[config.mk]
export PLATFORM = sky130hd
export DESIGN_NAME = c_escape_sequence_decoder_unit_flat
export DESIGN_NICKNAME = d
export VERILOG_FILES = /design/src/rtl/ced_pkg.sv /design/src/rtl/ced_in_if.sv /design/src/rtl/ced_out_if.sv /design/src/rtl/c_escape_sequence_decoder_unit.sv /design/src/flat_wrapper.sv
export SDC_FILE = /design/constraint.sdc
export NUM_CORES = 1
export LEC_CHECK = 0
export BUFFER_PORTS_ARGS = -buffer_cell sky130_fd_sc_hd__buf_2
export CORE_MARGIN = 5
export CORE_UTILIZATION = 60
export DETAILED_ROUTE_END_ITERATION = 7
export GPL_ROUTABILITY_DRIVEN = 1
export PLACE_DENSITY = 0.82
export SLEW_MARGIN = 10
export SYNTH_ARGS = -nofsm -noshare
export SYNTH_HDL_FRONTEND = slang
export SYNTH_SLANG_ARGS = --single-unit
[constraint.sdc]
create_clock -name clk -period 8.77 [get_ports clk]
set_input_delay 1.3155 -clock clk [delete_from_list [all_inputs] [get_ports clk]]
set_output_delay 1.3155 -clock clk [all_outputs]
set_load 0.01 [all_outputs]
[src/rtl/ced_pkg.sv]
// Package for the C escape sequence decoder: field widths, phase and
// status codes, character constants and the character classifiers.
// No dependencies.
package ced_pkg;

  // Field widths
  localparam int CH_W          = 8;
  localparam int VAL_W         = 32;
  localparam int STATUS_W      = 3;
  localparam int CFG_IDX_W     = 1;
  localparam int VALUE_WIDTH_DEF = 32;

  // Configuration register indexes
  localparam logic [CFG_IDX_W-1:0] REG_RANGE_LOW  = 1'd0;
  localparam logic [CFG_IDX_W-1:0] REG_RANGE_HIGH = 1'd1;

  // Reset values of the range registers
  localparam logic [VAL_W-1:0] RANGE_LOW_RST  = 32'd0;
  localparam logic [VAL_W-1:0] RANGE_HIGH_RST = 32'd255;

  // Decoder phases
  localparam logic [1:0] PH_IDLE      = 2'd0;
  localparam logic [1:0] PH_OCTAL     = 2'd1;
  localparam logic [1:0] PH_HEX_FIRST = 2'd2;
  localparam logic [1:0] PH_HEX_MORE  = 2'd3;

  // Result status codes
  localparam logic [STATUS_W-1:0] ST_OK             = 3'd0;
  localparam logic [STATUS_W-1:0] ST_TOO_LARGE      = 3'd1;
  localparam logic [STATUS_W-1:0] ST_HEX_EMPTY      = 3'd2;
  localparam logic [STATUS_W-1:0] ST_UNKNOWN        = 3'd3;
  localparam logic [STATUS_W-1:0] ST_UNEXPECTED_END = 3'd4;
  localparam logic [STATUS_W-1:0] ST_UNIVERSAL      = 3'd5;

  // Octal escapes keep eight bits and stop after this many digits
  localparam int            OCT_KEEP_W  = 8;
  localparam logic [1:0]    OCT_MAX_DIG = 2'd3;

  // Character constants
  localparam logic [CH_W-1:0] CH_QUOTE  = 8'h27;
  localparam logic [CH_W-1:0] CH_DQUOTE = 8'h22;
  localparam logic [CH_W-1:0] CH_QMARK  = 8'h3F;
  localparam logic [CH_W-1:0] CH_BSLASH = 8'h5C;
  localparam logic [CH_W-1:0] CH_A      = 8'h61;
  localparam logic [CH_W-1:0] CH_B      = 8'h62;
  localparam logic [CH_W-1:0] CH_F      = 8'h66;
  localparam logic [CH_W-1:0] CH_N      = 8'h6E;
  localparam logic [CH_W-1:0] CH_R      = 8'h72;
  localparam logic [CH_W-1:0] CH_T      = 8'h74;
  localparam logic [CH_W-1:0] CH_V      = 8'h76;
  localparam logic [CH_W-1:0] CH_X      = 8'h78;
  localparam logic [CH_W-1:0] CH_LOW_U  = 8'h75;
  localparam logic [CH_W-1:0] CH_UP_U   = 8'h55;
  localparam logic [CH_W-1:0] CH_0      = 8'h30;
  localparam logic [CH_W-1:0] CH_7      = 8'h37;
  localparam logic [CH_W-1:0] CH_9      = 8'h39;
  localparam logic [CH_W-1:0] CH_LOW_AA = 8'h61;
  localparam logic [CH_W-1:0] CH_LOW_FF = 8'h66;
  localparam logic [CH_W-1:0] CH_UP_AA  = 8'h41;
  localparam logic [CH_W-1:0] CH_UP_FF  = 8'h46;

  // Control codes of the simple escapes
  localparam logic [CH_W-1:0] CODE_BEL = 8'h07;
  localparam logic [CH_W-1:0] CODE_BS  = 8'h08;
  localparam logic [CH_W-1:0] CODE_FF  = 8'h0C;
  localparam logic [CH_W-1:0] CODE_LF  = 8'h0A;
  localparam logic [CH_W-1:0] CODE_CR  = 8'h0D;
  localparam logic [CH_W-1:0] CODE_HT  = 8'h09;
  localparam logic [CH_W-1:0] CODE_VT  = 8'h0B;

  typedef struct packed {
    logic             hit;
    logic [CH_W-1:0]  code;
  } simple_t;

  typedef struct packed {
    logic       hit;
    logic [3:0] dig;
  } hex_t;

  // Simple escape letter to its code
  function automatic simple_t simple_code(input logic [CH_W-1:0] c);
    simple_t r;
    r.hit  = 1'b1;
    r.code = c;
    case (c)
      CH_QUOTE, CH_DQUOTE, CH_QMARK, CH_BSLASH: r.code = c;
      CH_A:    r.code = CODE_BEL;
      CH_B:    r.code = CODE_BS;
      CH_F:    r.code = CODE_FF;
      CH_N:    r.code = CODE_LF;
      CH_R:    r.code = CODE_CR;
      CH_T:    r.code = CODE_HT;
      CH_V:    r.code = CODE_VT;
      default: r.hit  = 1'b0;
    endcase
    return r;
  endfunction

  // Hex digit classifier
  function automatic hex_t hex_digit(input logic [CH_W-1:0] c);
    hex_t r;
    logic [CH_W-1:0] t;
    r.hit = 1'b0;
    r.dig = 4'd0;
    t     = 8'd0;
    if (c >= CH_0 && c <= CH_9) begin
      t     = c - CH_0;
      r.hit = 1'b1;
      r.dig = t[3:0];
    end else if (c >= CH_LOW_AA && c <= CH_LOW_FF) begin
      t     = c - CH_LOW_AA + 8'd10;
      r.hit = 1'b1;
      r.dig = t[3:0];
    end else if (c >= CH_UP_AA && c <= CH_UP_FF) begin
      t     = c - CH_UP_AA + 8'd10;
      r.hit = 1'b1;
      r.dig = t[3:0];
    end
    return r;
  endfunction

endpackage

[src/rtl/ced_in_if.sv]
// Input channel of the escape decoder: one source character per word.
// Depends on ced_pkg.
interface ced_in_if
  import ced_pkg::*;
();
  logic            valid;
  logic            ready;
  logic [CH_W-1:0] ch;
  logic            at_end;

  modport source (output valid, output ch, output at_end, input ready);
  modport sink   (input valid, input ch, input at_end, output ready);
endinterface

[src/rtl/ced_out_if.sv]
// Result channel of the escape decoder: one decode result per word.
// Depends on ced_pkg.
interface ced_out_if
  import ced_pkg::*;
();
  logic                valid;
  logic                ready;
  logic                done_res;
  logic                consumed;
  logic [VAL_W-1:0]    value;
  logic [STATUS_W-1:0] status;

  modport source (output valid, output done_res, output consumed, output value,
                  output status, input ready);
  modport sink   (input valid, input done_res, input consumed, input value,
                  input status, output ready);
endinterface

[src/rtl/c_escape_sequence_decoder_unit.sv]
// C escape sequence decoder, top level: input register, decode logic,
// result register. Depends on ced_pkg, ced_in_if and ced_out_if.
//
//  channel   dir  payload                              handshake
//  in_chan   in   ch[7:0], at_end                      valid/ready
//  out_chan  out  done_res, consumed, value[31:0],     valid/ready
//                 status[2:0]
//  cfg_*     in   cfg_idx (0 range_low, 1 range_high), cfg_we, no ready
//                 cfg_wdata[31:0]
//
// One word per cycle sustained while out_chan takes results. Each accepted
// word is loaded into the input register and then decoded into the result
// register, which drives out_chan.
// The escape state (phase, digit count, accumulator, overflow) advances in the
// same cycle the result is registered, so consecutive characters flow freely.
// rst_n is synchronous: both stages empty, decoder idle, ranges 0..255.
// A stalled result holds both stages; input is taken whenever the input
// register is empty or moves forward.
module c_escape_sequence_decoder_unit
  import ced_pkg::*;
#(
  parameter int VALUE_WIDTH = VALUE_WIDTH_DEF
) (
  input  logic                 clk,
  input  logic                 rst_n,
  ced_in_if.sink               in_chan,
  ced_out_if.source            out_chan,
  input  logic                 cfg_we,
  input  logic [CFG_IDX_W-1:0] cfg_idx,
  input  logic [VAL_W-1:0]     cfg_wdata
);

  // Configuration registers
  logic [VAL_W-1:0] range_low_r, range_high_r;

  always_ff @(posedge clk) begin
    if (!rst_n) begin
      range_low_r  <= RANGE_LOW_RST;
      range_high_r <= RANGE_HIGH_RST;
    end else if (cfg_we) begin
      case (cfg_idx)
        REG_RANGE_LOW:  range_low_r  <= cfg_wdata;
        REG_RANGE_HIGH: range_high_r <= cfg_wdata;
        default: ;
      endcase
    end
  end

  // Pipeline control
  logic            in_vld_r, out_vld_r;
  logic [CH_W-1:0] in_ch_r;
  logic            in_end_r;
  logic            advance;

  assign advance       = !out_vld_r || out_chan.ready;
  assign in_chan.ready = !in_vld_r || advance;

  // Input register
  always_ff @(posedge clk) begin
    if (!rst_n) begin
      in_vld_r <= 1'b0;
    end else if (in_chan.ready) begin
      in_vld_r <= in_chan.valid;
    end
  end

  always_ff @(posedge clk) begin
    if (in_chan.ready && in_chan.valid) begin
      in_ch_r  <= in_chan.ch;
      in_end_r <= in_chan.at_end;
    end
  end

  // Escape state
  logic [1:0]             phase_r, phase_nxt;
  logic [1:0]             dcnt_r, dcnt_nxt;
  logic [VALUE_WIDTH-1:0] acc_r, acc_nxt;
  logic                   ovf_r, ovf_nxt;

  // Result fields
  logic                done_nxt, used_nxt;
  logic [VAL_W-1:0]    val_nxt;
  logic [STATUS_W-1:0] st_nxt;

  logic                done_r, used_r;
  logic [VAL_W-1:0]    val_r;
  logic [STATUS_W-1:0] st_r;

  // Decode helpers
  simple_t                smp;
  hex_t                   hx;
  logic                   oct_hit;
  logic [2:0]             oct_dig;
  logic [OCT_KEEP_W+2:0]  oct_v;
  logic                   fin_val;
  logic [VAL_W-1:0]       fin_ext;
  logic [VALUE_WIDTH-1:0] fin_acc;
  logic [1:0]             dcnt_inc;

  assign smp     = simple_code(in_ch_r);
  assign hx      = hex_digit(in_ch_r);
  assign oct_hit = !in_end_r && in_ch_r >= CH_0 && in_ch_r <= CH_7;
  assign oct_dig = in_ch_r[2:0];
  assign oct_v   = {acc_r[OCT_KEEP_W-1:0], oct_dig};
  assign dcnt_inc = dcnt_r + 2'd1;

  // Next state and result
  always_comb begin
    phase_nxt = phase_r;
    dcnt_nxt  = dcnt_r;
    acc_nxt   = acc_r;
    ovf_nxt   = ovf_r;
    done_nxt  = 1'b0;
    used_nxt  = 1'b1;
    val_nxt   = '0;
    st_nxt    = ST_OK;
    fin_val   = 1'b0;
    fin_acc   = acc_r;
    case (phase_r)
      PH_IDLE: begin
        if (in_end_r) begin
          done_nxt = 1'b1;
          used_nxt = 1'b0;
          st_nxt   = ST_UNEXPECTED_END;
        end else if (smp.hit) begin
          fin_val = 1'b1;
          fin_acc = VALUE_WIDTH'(smp.code);
        end else if (oct_hit) begin
          acc_nxt   = VALUE_WIDTH'(oct_dig);
          dcnt_nxt  = 2'd1;
          phase_nxt = PH_OCTAL;
        end else if (in_ch_r == CH_X) begin
          phase_nxt = PH_HEX_FIRST;
        end else if (in_ch_r == CH_LOW_U || in_ch_r == CH_UP_U) begin
          done_nxt = 1'b1;
          st_nxt   = ST_UNIVERSAL;
        end else begin
          done_nxt = 1'b1;
          st_nxt   = ST_UNKNOWN;
        end
      end
      PH_OCTAL: begin
        if (!oct_hit) begin
          // terminator is handed back
          fin_val  = 1'b1;
          used_nxt = 1'b0;
        end else begin
          if (oct_v[OCT_KEEP_W+2:OCT_KEEP_W] != 3'd0) ovf_nxt = 1'b1;
          acc_nxt  = VALUE_WIDTH'(oct_v[OCT_KEEP_W-1:0]);
          dcnt_nxt = dcnt_inc;
          if (dcnt_inc == OCT_MAX_DIG) begin
            fin_val = 1'b1;
            fin_acc = VALUE_WIDTH'(oct_v[OCT_KEEP_W-1:0]);
          end
        end
      end
      PH_HEX_FIRST: begin
        if (in_end_r || !hx.hit) begin
          done_nxt = 1'b1;
          used_nxt = 1'b0;
          st_nxt   = ST_HEX_EMPTY;
        end else begin
          acc_nxt   = VALUE_WIDTH'(hx.dig);
          phase_nxt = PH_HEX_MORE;
        end
      end
      PH_HEX_MORE: begin
        if (in_end_r || !hx.hit) begin
          fin_val  = 1'b1;
          used_nxt = 1'b0;
        end else begin
          // digits shifted past the top are lost and flagged
          if (acc_r[VALUE_WIDTH-1 -: 4] != 4'd0) ovf_nxt = 1'b1;
          acc_nxt = {acc_r[VALUE_WIDTH-5:0], hx.dig};
        end
      end
      default: ;
    endcase

    // Finished value: range check
    fin_ext = VAL_W'(fin_acc);
    if (fin_val) begin
      done_nxt = 1'b1;
      val_nxt  = fin_ext;
      if (ovf_nxt || fin_ext < range_low_r || fin_ext > range_high_r) begin
        st_nxt = ST_TOO_LARGE;
      end
    end

    // Any finish returns to idle
    if (done_nxt) begin
      phase_nxt = PH_IDLE;
      dcnt_nxt  = 2'd0;
      acc_nxt   = '0;
      ovf_nxt   = 1'b0;
    end
  end

  // State and result registers
  always_ff @(posedge clk) begin
    if (!rst_n) begin
      out_vld_r <= 1'b0;
      phase_r   <= PH_IDLE;
      dcnt_r    <= 2'd0;
      acc_r     <= '0;
      ovf_r     <= 1'b0;
    end else if (advance) begin
      out_vld_r <= in_vld_r;
      if (in_vld_r) begin
        phase_r <= phase_nxt;
        dcnt_r  <= dcnt_nxt;
        acc_r   <= acc_nxt;
        ovf_r   <= ovf_nxt;
      end
    end
  end

  always_ff @(posedge clk) begin
    if (advance && in_vld_r) begin
      done_r <= done_nxt;
      used_r <= used_nxt;
      val_r  <= val_nxt;
      st_r   <= st_nxt;
    end
  end

  assign out_chan.valid    = out_vld_r;
  assign out_chan.done_res = done_r;
  assign out_chan.consumed = used_r;
  assign out_chan.value    = val_r;
  assign out_chan.status   = st_r;

  // Checks
  a_pending_clean: assert property (@(posedge clk) disable iff (!rst_n)
    out_vld_r && !done_r |-> st_r == ST_OK && val_r == '0)
    else $error("unfinished word carries value or status");

  a_error_zero: assert property (@(posedge clk) disable iff (!rst_n)
    out_vld_r && (st_r == ST_HEX_EMPTY || st_r == ST_UNKNOWN ||
                  st_r == ST_UNEXPECTED_END || st_r == ST_UNIVERSAL)
    |-> val_r == '0)
    else $error("error result carries a value");

  a_handback_done: assert property (@(posedge clk) disable iff (!rst_n)
    out_vld_r && !used_r |-> done_r)
    else $error("character handed back without a finished escape");

  a_octal_count: assert property (@(posedge clk) disable iff (!rst_n)
    phase_r == PH_OCTAL |-> dcnt_r == 2'd1 || dcnt_r == 2'd2)
    else $error("octal digit count out of step");

  a_reset_empty: assert property (@(posedge clk)
    !rst_n |=> !out_vld_r && !in_vld_r && phase_r == PH_IDLE)
    else $error("pipeline not empty after reset");

endmodule

[src/flat_wrapper.sv]
// flat-port wrapper written by rule: the top's interface ports become plain ports
module c_escape_sequence_decoder_unit_flat import ced_pkg::*;
#(
  parameter int VALUE_WIDTH = VALUE_WIDTH_DEF
)
  (clk, rst_n, cfg_we, cfg_idx, cfg_wdata, in_chan_valid, in_chan_ch, in_chan_at_end, in_chan_ready, out_chan_valid, out_chan_done_res, out_chan_consumed, out_chan_value, out_chan_status, out_chan_ready);
  ced_in_if in_chan_i ();
  ced_out_if out_chan_i ();
  input  logic clk;
  input  logic rst_n;
  input  logic cfg_we;
  input  logic [CFG_IDX_W-1:0] cfg_idx;
  input  logic [VAL_W-1:0] cfg_wdata;
  input wire logic [$bits(in_chan_i.valid)-1:0] in_chan_valid;
  input wire logic [$bits(in_chan_i.ch)-1:0] in_chan_ch;
  input wire logic [$bits(in_chan_i.at_end)-1:0] in_chan_at_end;
  output wire logic [$bits(in_chan_i.ready)-1:0] in_chan_ready;
  output wire logic [$bits(out_chan_i.valid)-1:0] out_chan_valid;
  output wire logic [$bits(out_chan_i.done_res)-1:0] out_chan_done_res;
  output wire logic [$bits(out_chan_i.consumed)-1:0] out_chan_consumed;
  output wire logic [$bits(out_chan_i.value)-1:0] out_chan_value;
  output wire logic [$bits(out_chan_i.status)-1:0] out_chan_status;
  input wire logic [$bits(out_chan_i.ready)-1:0] out_chan_ready;
  assign in_chan_i.valid = in_chan_valid;
  assign in_chan_i.ch = in_chan_ch;
  assign in_chan_i.at_end = in_chan_at_end;
  assign in_chan_ready = in_chan_i.ready;
  assign out_chan_valid = out_chan_i.valid;
  assign out_chan_done_res = out_chan_i.done_res;
  assign out_chan_consumed = out_chan_i.consumed;
  assign out_chan_value = out_chan_i.value;
  assign out_chan_status = out_chan_i.status;
  assign out_chan_i.ready = out_chan_ready;
  c_escape_sequence_decoder_unit #(.VALUE_WIDTH(VALUE_WIDTH)) u_core (.clk(clk), .rst_n(rst_n), .in_chan(in_chan_i), .out_chan(out_chan_i), .cfg_we(cfg_we), .cfg_idx(cfg_idx), .cfg_wdata(cfg_wdata));
endmodule
==> results of run 1 <==
==> routing by layer <==
metal  GRT usage, %  share of wire (%)  up-vias
li1               -                  -     3560
met1           33.0                 43     3333
met2           43.4                 47      320
met3           5.98                6.8       70
met4           9.70                3.2        0
met5              0                  0        -
==> placed cells by master (no fill, tap or decap), drive strengths merged, types with 4 or more instances in the layout <==
master and n:
buf 92, mux2i 10, nand4 30, o21ai 49
nor4 4, a21o 7, nand3b 5, and3 28
o31ai 5, nand2b 9, a31oi 7, inv 76
nor3 19, dfxtp 103, o21a 8, a211oi 6
o211ai 11, nor2 22, or3 5, clkbuf 19
nor2b 9, nand3 27, and2 32, clkinv 8
nand2 194, a21boi 56, a21oi 35, edfxtp 46
a221oi 7, ha 69
==> kinds of logic (layout without fill, tap and decap cells) <==
group                      after synthesis  in the layout
and+or+nand+nor                        398            398
buffers and inverters                  132            199
AOI/OAI and AO/OA                      218            218
adders and majority gates               69             69
muxes                                   13             13
DFF                                    149            149
==> worst max-delay path by stage <==
stage | to | slack, ps | cells after the start
finish | u_core.out_chan.status[0]$_DFFE_PP_ | 4230 | 16
global route | u_core.out_chan.status[0]$_DFFE_PP_ | 3950 | 16
CTS | u_core.out_chan.status[0]$_DFFE_PP_ | 4370 | 16
detailed placement | u_core.out_chan.status[0]$_DFFE_PP_ | 4370 | 16
global placement | u_core.out_chan.status[0]$_DFFE_PP_ | 4540 | 16
floorplan | u_core.out_chan.status[0]$_DFFE_PP_ | 4890 | 18
==> power by group through the flow <==
stage               Combinational, mW  Sequential, mW  Clock, mW
floorplan                       0.112           0.764          0
global placement                0.156           0.767          0
detailed placement              0.159           0.768          0
CTS                             0.160           0.753      0.758
global route                    0.180           0.756      0.789
finish                          0.161           0.753      0.756
==> sequential cells by signal, indices dropped and copies added, names as in the netlist <==
name	flops
u_core.acc_r	32
u_core.dcnt_r	2
u_core.in_ch_r	8
u_core.in_end_r	1
u_core.in_vld_r	1
u_core.out_chan.consumed	1
u_core.out_chan.done_res	1
u_core.out_chan.status	3
u_core.out_chan.valid	1
u_core.out_chan.value	32
u_core.ovf_r	1
u_core.phase_r	2
u_core.range_high_r	32
u_core.range_low_r	32
==> critical path, delay by kind of cell (launching register included) <==
family | cells | cell delay, ps
simple gates | 7 | 1980
compound gates | 5 | 650
fa+ha+maj | 2 | 610
flops | 1 | 550
buf+inv | 2 | 450
==> synthesized netlist by cell type (5+ instances only) <==
cell        n
a211oi_1    6
a21boi_0   56
a21o_1      7
a21oi_1    34
a221oi_1    7
a31oi_1     6
and2_1     32
and3_1     28
buf_1       5
buf_2       6
buf_6       5
clkbuf_1   40
dfxtp_1   103
edfxtp_1   46
ha_1       69
inv_1      72
mux2i_1    10
nand2_1   194
nand2b_1    8
nand3_1    27
nand3b_1    5
nand4_1    30
nor2_1     22
nor2b_1     9
nor3_1     19
o211ai_1   11
o21a_1      8
o21ai_0    31
o21ai_1    18
or3_1       5
==> area by class of cell <==
cell class              count  area, sq um
clock buffers              19          453
flip-flops and latches    149         3440
multi-input cells         698         4490
repair buffers             92          478
inverters                  75          282
well taps                 180          225
clock inverters            13          154
fillers                  1155         4360
==> impl.org, run 1 <==
** Critical path
- Critical-path cell with the highest stage delay :: nor4_1
- In this run the critical register-to-register path is launched from u_core.in_ch_r[0]$_DFFE_PP_.
- Capturing element type of the critical path :: flop
- Traced cell by cell, the critical path runs through inv_1 > ha_1 > a21oi_1 > or4_4 > a41oi_4 > nor2_2 > buf_4 > and2_1 > ha_1 > nand2_1 > nor4_1 > nand3_1 > nor3_1 > a31oi_1 > o31ai_1 > a31oi_1.
- Critical path start-end classification :: flop to flop
- Arrival time at the worst endpoint :: 4690 ps
- Data on the critical path is required at its endpoint by 8930 ps.
- Worst reg2reg path endpoint :: u_core.out_chan.status[0]$_DFFE_PP_
- Biggest fanout along the worst timing path :: 48
- Across all register-to-register paths, the minimum setup slack is 4230 ps.
- The worst setup path is launched from a flop.
- Number of cells on the worst reg-to-reg path :: 16
- Delay of the slowest cell on the worst path :: 650 ps
- The critical path starts at u_core.in_ch_r[0]$_DFFE_PP_.

** CTS
- The clock drives 149 sinks.
- Number of buffers inserted to repair setup after CTS :: 0
- Total number of H-tree levels :: 4
- CTS Hold Bufs :: 0
- Clock-pin slew was measured on the worst setup and hold paths at 60 ps.
- At the later pin of the worst-skew pair, clock insertion delay measures 430 ps.
- Clock root buffer :: clkbuf_16
- The number of gates resized after CTS was 0.
- TritonCTS built the clock tree.
- Cts bufs inserted :: 17
- Max clock buf depth :: 2

** Route
- Dividing the detail-routed via count by the number of cells gives 5.94.
- Total iterations of the first detailed-routing run :: 6
- DRT Wirelength :: 21,000 microns
- For this block, the via count after detailed routing is 7,283.
- DRC violation count after routing :: 0
- The detailed router finished its first iteration with 705 violations.
- Dividing the detail-routed wire length by the instance count gives 17.2 microns.
- Once detail routing completed, the nets flagged for antenna violations numbered 0.

** Logic synthesis
- Summing the sequential cell areas from Yosys gives 40.6% of the chip area.
- Of the post-synthesis cell area, the part taken by muxes is 1.58%.
- For this run, the number of Yosys warnings is 0.
- Of the post-synthesis cell area, the dominant cell type holds 24.3%.
- Number of enable-type register cells in the synthesized netlist :: 46
- The synthesized netlist devotes 0% of its cell area to XOR and XNOR gates.
- After synthesis the netlist holds a flip-flop and latch count of 149.
- For this run, the leading register cell type out of synthesis is dfxtp_1.
- Post-synthesis cell area :: 0.00847 sq mm
- Top area cells in the synthesized netlist :: dfxtp_1, edfxtp_1, ha_1, nand2_1, a21boi_0
- Adder-cell area share of the yosys netlist :: 10.2%
- Largest area contributor in the netlist :: dfxtp_1
- Synthesized instance count :: 979
- By area, the combinational part of the netlist is dominated by simple AND/OR/NAND/NOR gates.
- After synthesis, the netlist uses 72 different library cells.
- Of the total synthesized cell area, the portion taken by AND, OR, NAND and NOR gates is 22.9%.
- Counting flops with an async set or reset pin after synthesis yields a share of 0%.
- The synthesized netlist devotes 18.3% of its cell area to compound gates.
- After synthesis, the mean cell area works out to 8.65 sq um.
- Number of nets in the synthesized netlist :: 1,095

** Pwr
- Worst ir drop on vdd :: 0.179 mV
- Net switching is 24.8% of the power.
- Net switching power of the design :: 0.414 mW
- The share of total power dissipated in combinational logic is 9.6%.
- The clock network burns 45.3% of the power.
- Cell area power density :: 175 mW/mm^2
- After layout, the design draws a total of 1.67 mW.
- Static power due to leakage :: 3.90 nW
- Cell Int Power :: 1.26 mW
- Share of total power in sequential cells :: 45.1%

** Cells and area
- The post-route netlist has 13.9% of its cells at a drive strength greater than 1.
- The final layout contains 1,149 nets.
- Post-route cell area :: 0.00952 sq mm
- Cells fill 68.6% of the core in the end.
- Relative to the synthesized area, the layout overhead comes to 12.4%.
- The number of antenna diodes in the final layout is 0.
- The finished layout holds 1,226 standard cells, fillers aside.

** Worst hold path
- The path class of the tightest hold or removal check is flop to flop.
- The worst hold path begins at u_core.range_high_r[19]$_SDFFE_PN0P_.
- Worst Hold Depth :: 2
- For hold timing, the worst endpoint is u_core.range_high_r[19]$_SDFFE_PN0P_.

** Floorplan
- The die is 129 microns tall.
- Measured along the x axis, the die boundary spans 129 microns.
- Pin placement for this block handled 86 I/O pins.
- Area of the core :: 0.0139 sq mm
- Area of the die :: 0.0166 sq mm
- Effective utilization at floorplan :: 61.0%
- # rows :: 43

** Placement
- Routability Congestion :: 0.936
- # placed instances :: 1,194
- Setup slack after placement :: 4370 ps
- The count of buffers added on input and output ports is 85.
- Placement-stage cell area :: 0.00892 sq mm
- Post-detailed-placement half-perimeter wirelength :: 14,500 microns

** STA
- Post-route clock period utilization :: 51.7%
- Worst hold slack :: 464 ps
- Count of endpoints failing hold in the final timing report :: 0
- Crit path setup slack, layout :: 4230 ps
- The count of pins over their slew limit was 0.
- For the pin with the worst max-slew slack, the measured transition is 1240 ps.
- Setup violators final :: 0
- Setup TNS Final :: 0 ps
- Setup repair after global routing left no endpoint under its margin.
- Derived from the worst setup path, the maximum achievable clock frequency is 220 MHz.
- Measured against its own limit, the worst slew margin works out to 17.4%.
- The smallest clock period supported by the final layout is computed as 4540 ps.
- Across the routed clock network, the largest skew measured is 8.71 ps.

** Run status
- The run finished with clean final reports.

** GRT
- The number of global-route vias before repair is 7,100.
- For this run, the total global-route usage over all layers was measured as 26.0%.
- Wire length of the first global-routing pass :: 34,900 microns
- Maximum number of pins on one net before global-route repair :: 65
- The number of antenna violations at the first check in global routing is 0.
- Summed over all layers, the global routing overflow is 0.

** Run
- Maximum Capacitance Violations :: 0
Note: power is estimated with default switching activity, not from simulation.
==> run 2: changes to the inputs <==
clock period = 4.5 ns   (was 8.77 ns; I/O delays follow)
==> run 2 against run 1 <==
Effect of this change:
- via count increased by 1.5%
- critical path depth down 3
- die area unchanged
- combinational power up 100%
- hold slack got worse by 48 ps
- largest cell class unchanged
==> impl.org, run 2 (synthesis results as in run 1) <==
** Run status
- The flow ran to the end, and the final reports show no timing, DRC or antenna violations.

** STA
- The worst pin sits at a relative slew slack of 32.6%.
- Setup violators final :: 0
- The count of pins over their slew limit came to 0.
- Transition time at the pin with the least slew margin :: 1010 ps
- For the final database, setup skew stands at 6.78 ps.
- Count of endpoints failing hold in the final timing report :: 0
- Maximum achievable frequency :: 240 MHz
- Counting I/O delays and the setup requirement, the final critical path takes 4170 ps.
- Setup TNS Final :: 0 ps
- Post-route clock period utilization :: 92.8%

** Cells and area
- Post-route cell area :: 0.00961 sq mm
- Share of final-layout standard cells stronger than drive strength 1 :: 15.4%
- Leaving out fill and tap cells, the most frequent cell in the layout is nand2_1.
- The sequential cells in the finished layout cover a total of 0.00344 sq mm.
- Number of non-filler instances in the completed layout :: 1,239
- Final nets :: 1,162
- Area growth from synthesis to final layout :: 13.4%
- The filler cells instantiated in the layout total 1,141.
- Diode insertion count for antenna repair :: 0
- In the layout the commonest cells are nand2_1, dfxtp_1, buf_2, inv_1, ha_1.
- Summing all multi-input logic gate instances after layout gives 0.00451 sq mm.

** Critical path
- In this design, the stage delay of the slowest critical-path cell is 660 ps.
- Walking the worst path, the cells encountered are or2_2 > nor2_1 > and3_1 > nor2_4 > and2_1 > ha_1 > a21oi_1 > o21ai_0 > a221oi_1 > a2bb2oi_1 > nand2_1 > o31ai_1 > a31oi_1.
- Crit path buf inv count :: 0
- Data on the critical path is required at its endpoint by 4670 ps.
- Across all register-to-register paths, the minimum setup slack is 330 ps.
- Capturing element type of the critical path :: flop
- STA classifies the critical path startpoint as a flop.
- Data on the critical path arrives at its endpoint at 4350 ps.
- Biggest fanout along the worst timing path :: 25
- Top Family by Delay on Critical Path :: simple AND/OR/NAND/NOR gates
- Critical path start-end classification :: flop to flop
- The slowest stage of the critical path belongs to the cell edfxtp_1.

** CTS
- Cts bufs inserted :: 17
- Clock Latency Late Sink :: 430 ps
- The H-tree generated during clock tree synthesis spans 4 levels.
- Once the clock tree was built, the resizer swapped 0 gates to a different size.
- Max clock buf depth :: 2
- Number of buffers inserted to repair setup after CTS :: 0
- Clock root buffer :: clkbuf_16
- TritonCTS built the clock tree.
- Clock-pin slew was measured on the worst setup and hold paths at 60 ps.
- Clock Sinks :: 149
- CTS Hold Bufs :: 0

** Route
- Final routed wire length divided by cell count :: 17.2 microns
- Detailed Route Iter0 Violations :: 658
- DR vias :: 7,391
- For this run, design rule violations remaining after detail routing come to 0.
- In this run the remaining antenna-violating nets after routing total 0.
- Total iterations of the first detailed-routing run :: 5
- DRT Wirelength :: 21,300 microns
- Number of vias per cell after detailed routing :: 5.97

** GRT
- Global routing consumed, over all layers together, 26.3% of the routing resources.
- The number of global-route vias before repair came to 7,082.
- Entering global routing, the biggest net connects 66 pins.
- Antenna violations before repair :: 0
- The first global-routing pass estimated 34,800 microns of wire.
- The total overflow left after global routing is 0.

** Floorplan
- From bottom edge to top edge, the die measures 129 microns.
- Area of the die :: 0.0166 sq mm
- # rows :: 43
- Area of the core :: 0.0139 sq mm
- From left edge to right edge, the die measures 129 microns.
- Effective utilization at floorplan :: 61.0%
- Number of I/O pins :: 86

** Pwr
- Cell area power density :: 329 mW/mm^2
- Clock power frac :: 43.1%
- Overall power consumption after layout is estimated at 3.16 mW.
- Share of total power in sequential cells :: 46.5%
- Cell Int Power :: 2.33 mW
- The worst-case IR drop observed on VDD is 0.246 mV.
- Logic pwr share :: 10.4%
- Static power due to leakage :: 3.93 nW
- For this design the total switching power over the nets is 0.825 mW.
- Switching share of power :: 26.1%

** Placement
- Routability-driven placement finished with a final weighted congestion of 0.963.
- Buffers placed on the I/O ports in this run total 85.
- Summed over all nets, the half-perimeter wirelength after detailed placement is 15,300 microns.
- After detailed placement, the design holds a cell count of 1,207.
- Placement-stage cell area :: 0.00901 sq mm

** Run
- Maximum Capacitance Violations :: 0

** Worst hold path
- Hold/Removal Path Class :: input pin to flop
==> run 2: cell types whose count changed in the layout (fill, tap and decap cells not counted), sizes merged <==
cell / delta
buf: +13
clkinv: -3
bufinv: -2
clkinvlp: +5
inv: +1
clkbuf: -1
==> run 2: through the flow <==
step           hold slack [ps]  util [%]  setup slack [ps]
6_report                   416      69.2               326
5_1_grt                    399      69.2             -8.52
2_1_floorplan              432         -               625
3_5_place_dp               454      64.9               218
4_1_cts                    402      69.0               219
3_3_place_gp               443      64.9               296
==> run 2: final cells by class <==
cell class | count | area share (%)
Clock buffer | 18 | 4.57
Multi-Input combinational cell | 698 | 47.0
Inverter | 75 | 2.93
Tap cell | 180 | 2.34
Sequential cell | 149 | 35.8
Timing Repair Buffer | 105 | 5.99
Clock inverter | 14 | 1.33
==> run 2: power groups by stage <==
stage	Combinational (mW)	Sequential (mW)	Clock [mW]
floorplan	0.218	1.49	0
global placement	0.318	1.49	0
detailed placement	0.321	1.49	0
CTS	0.323	1.47	1.38
global route	0.365	1.47	1.44
finish	0.329	1.47	1.36
==> run 2: worst paths after layout <==
path,startpoint,endpoint,cells past startpoint
setup / recovery,u_core.in_ch_r[3]$_DFFE_PP_,u_core.out_chan.status[0]$_DFFE_PP_,13
hold / removal,in_chan_ch[1],u_core.in_ch_r[1]$_DFFE_PP_,1
setup reg to reg,u_core.in_ch_r[3]$_DFFE_PP_,u_core.out_chan.status[0]$_DFFE_PP_,13
hold reg to reg,u_core.dcnt_r[1]$_SDFFE_PN0P_,u_core.dcnt_r[1]$_SDFFE_PN0P_,2
==> run 2: routing by layer <==
metal / GRT usage [%] / part of all wire (%) / routed length (microns)
met2: 43.0 / 48 / 10200
met5: 0 / 0 / 0
met1: 33.4 / 43 / 9080
met4: 11.2 / 3.0 / 628
met3: 6.06 / 6.4 / 1360
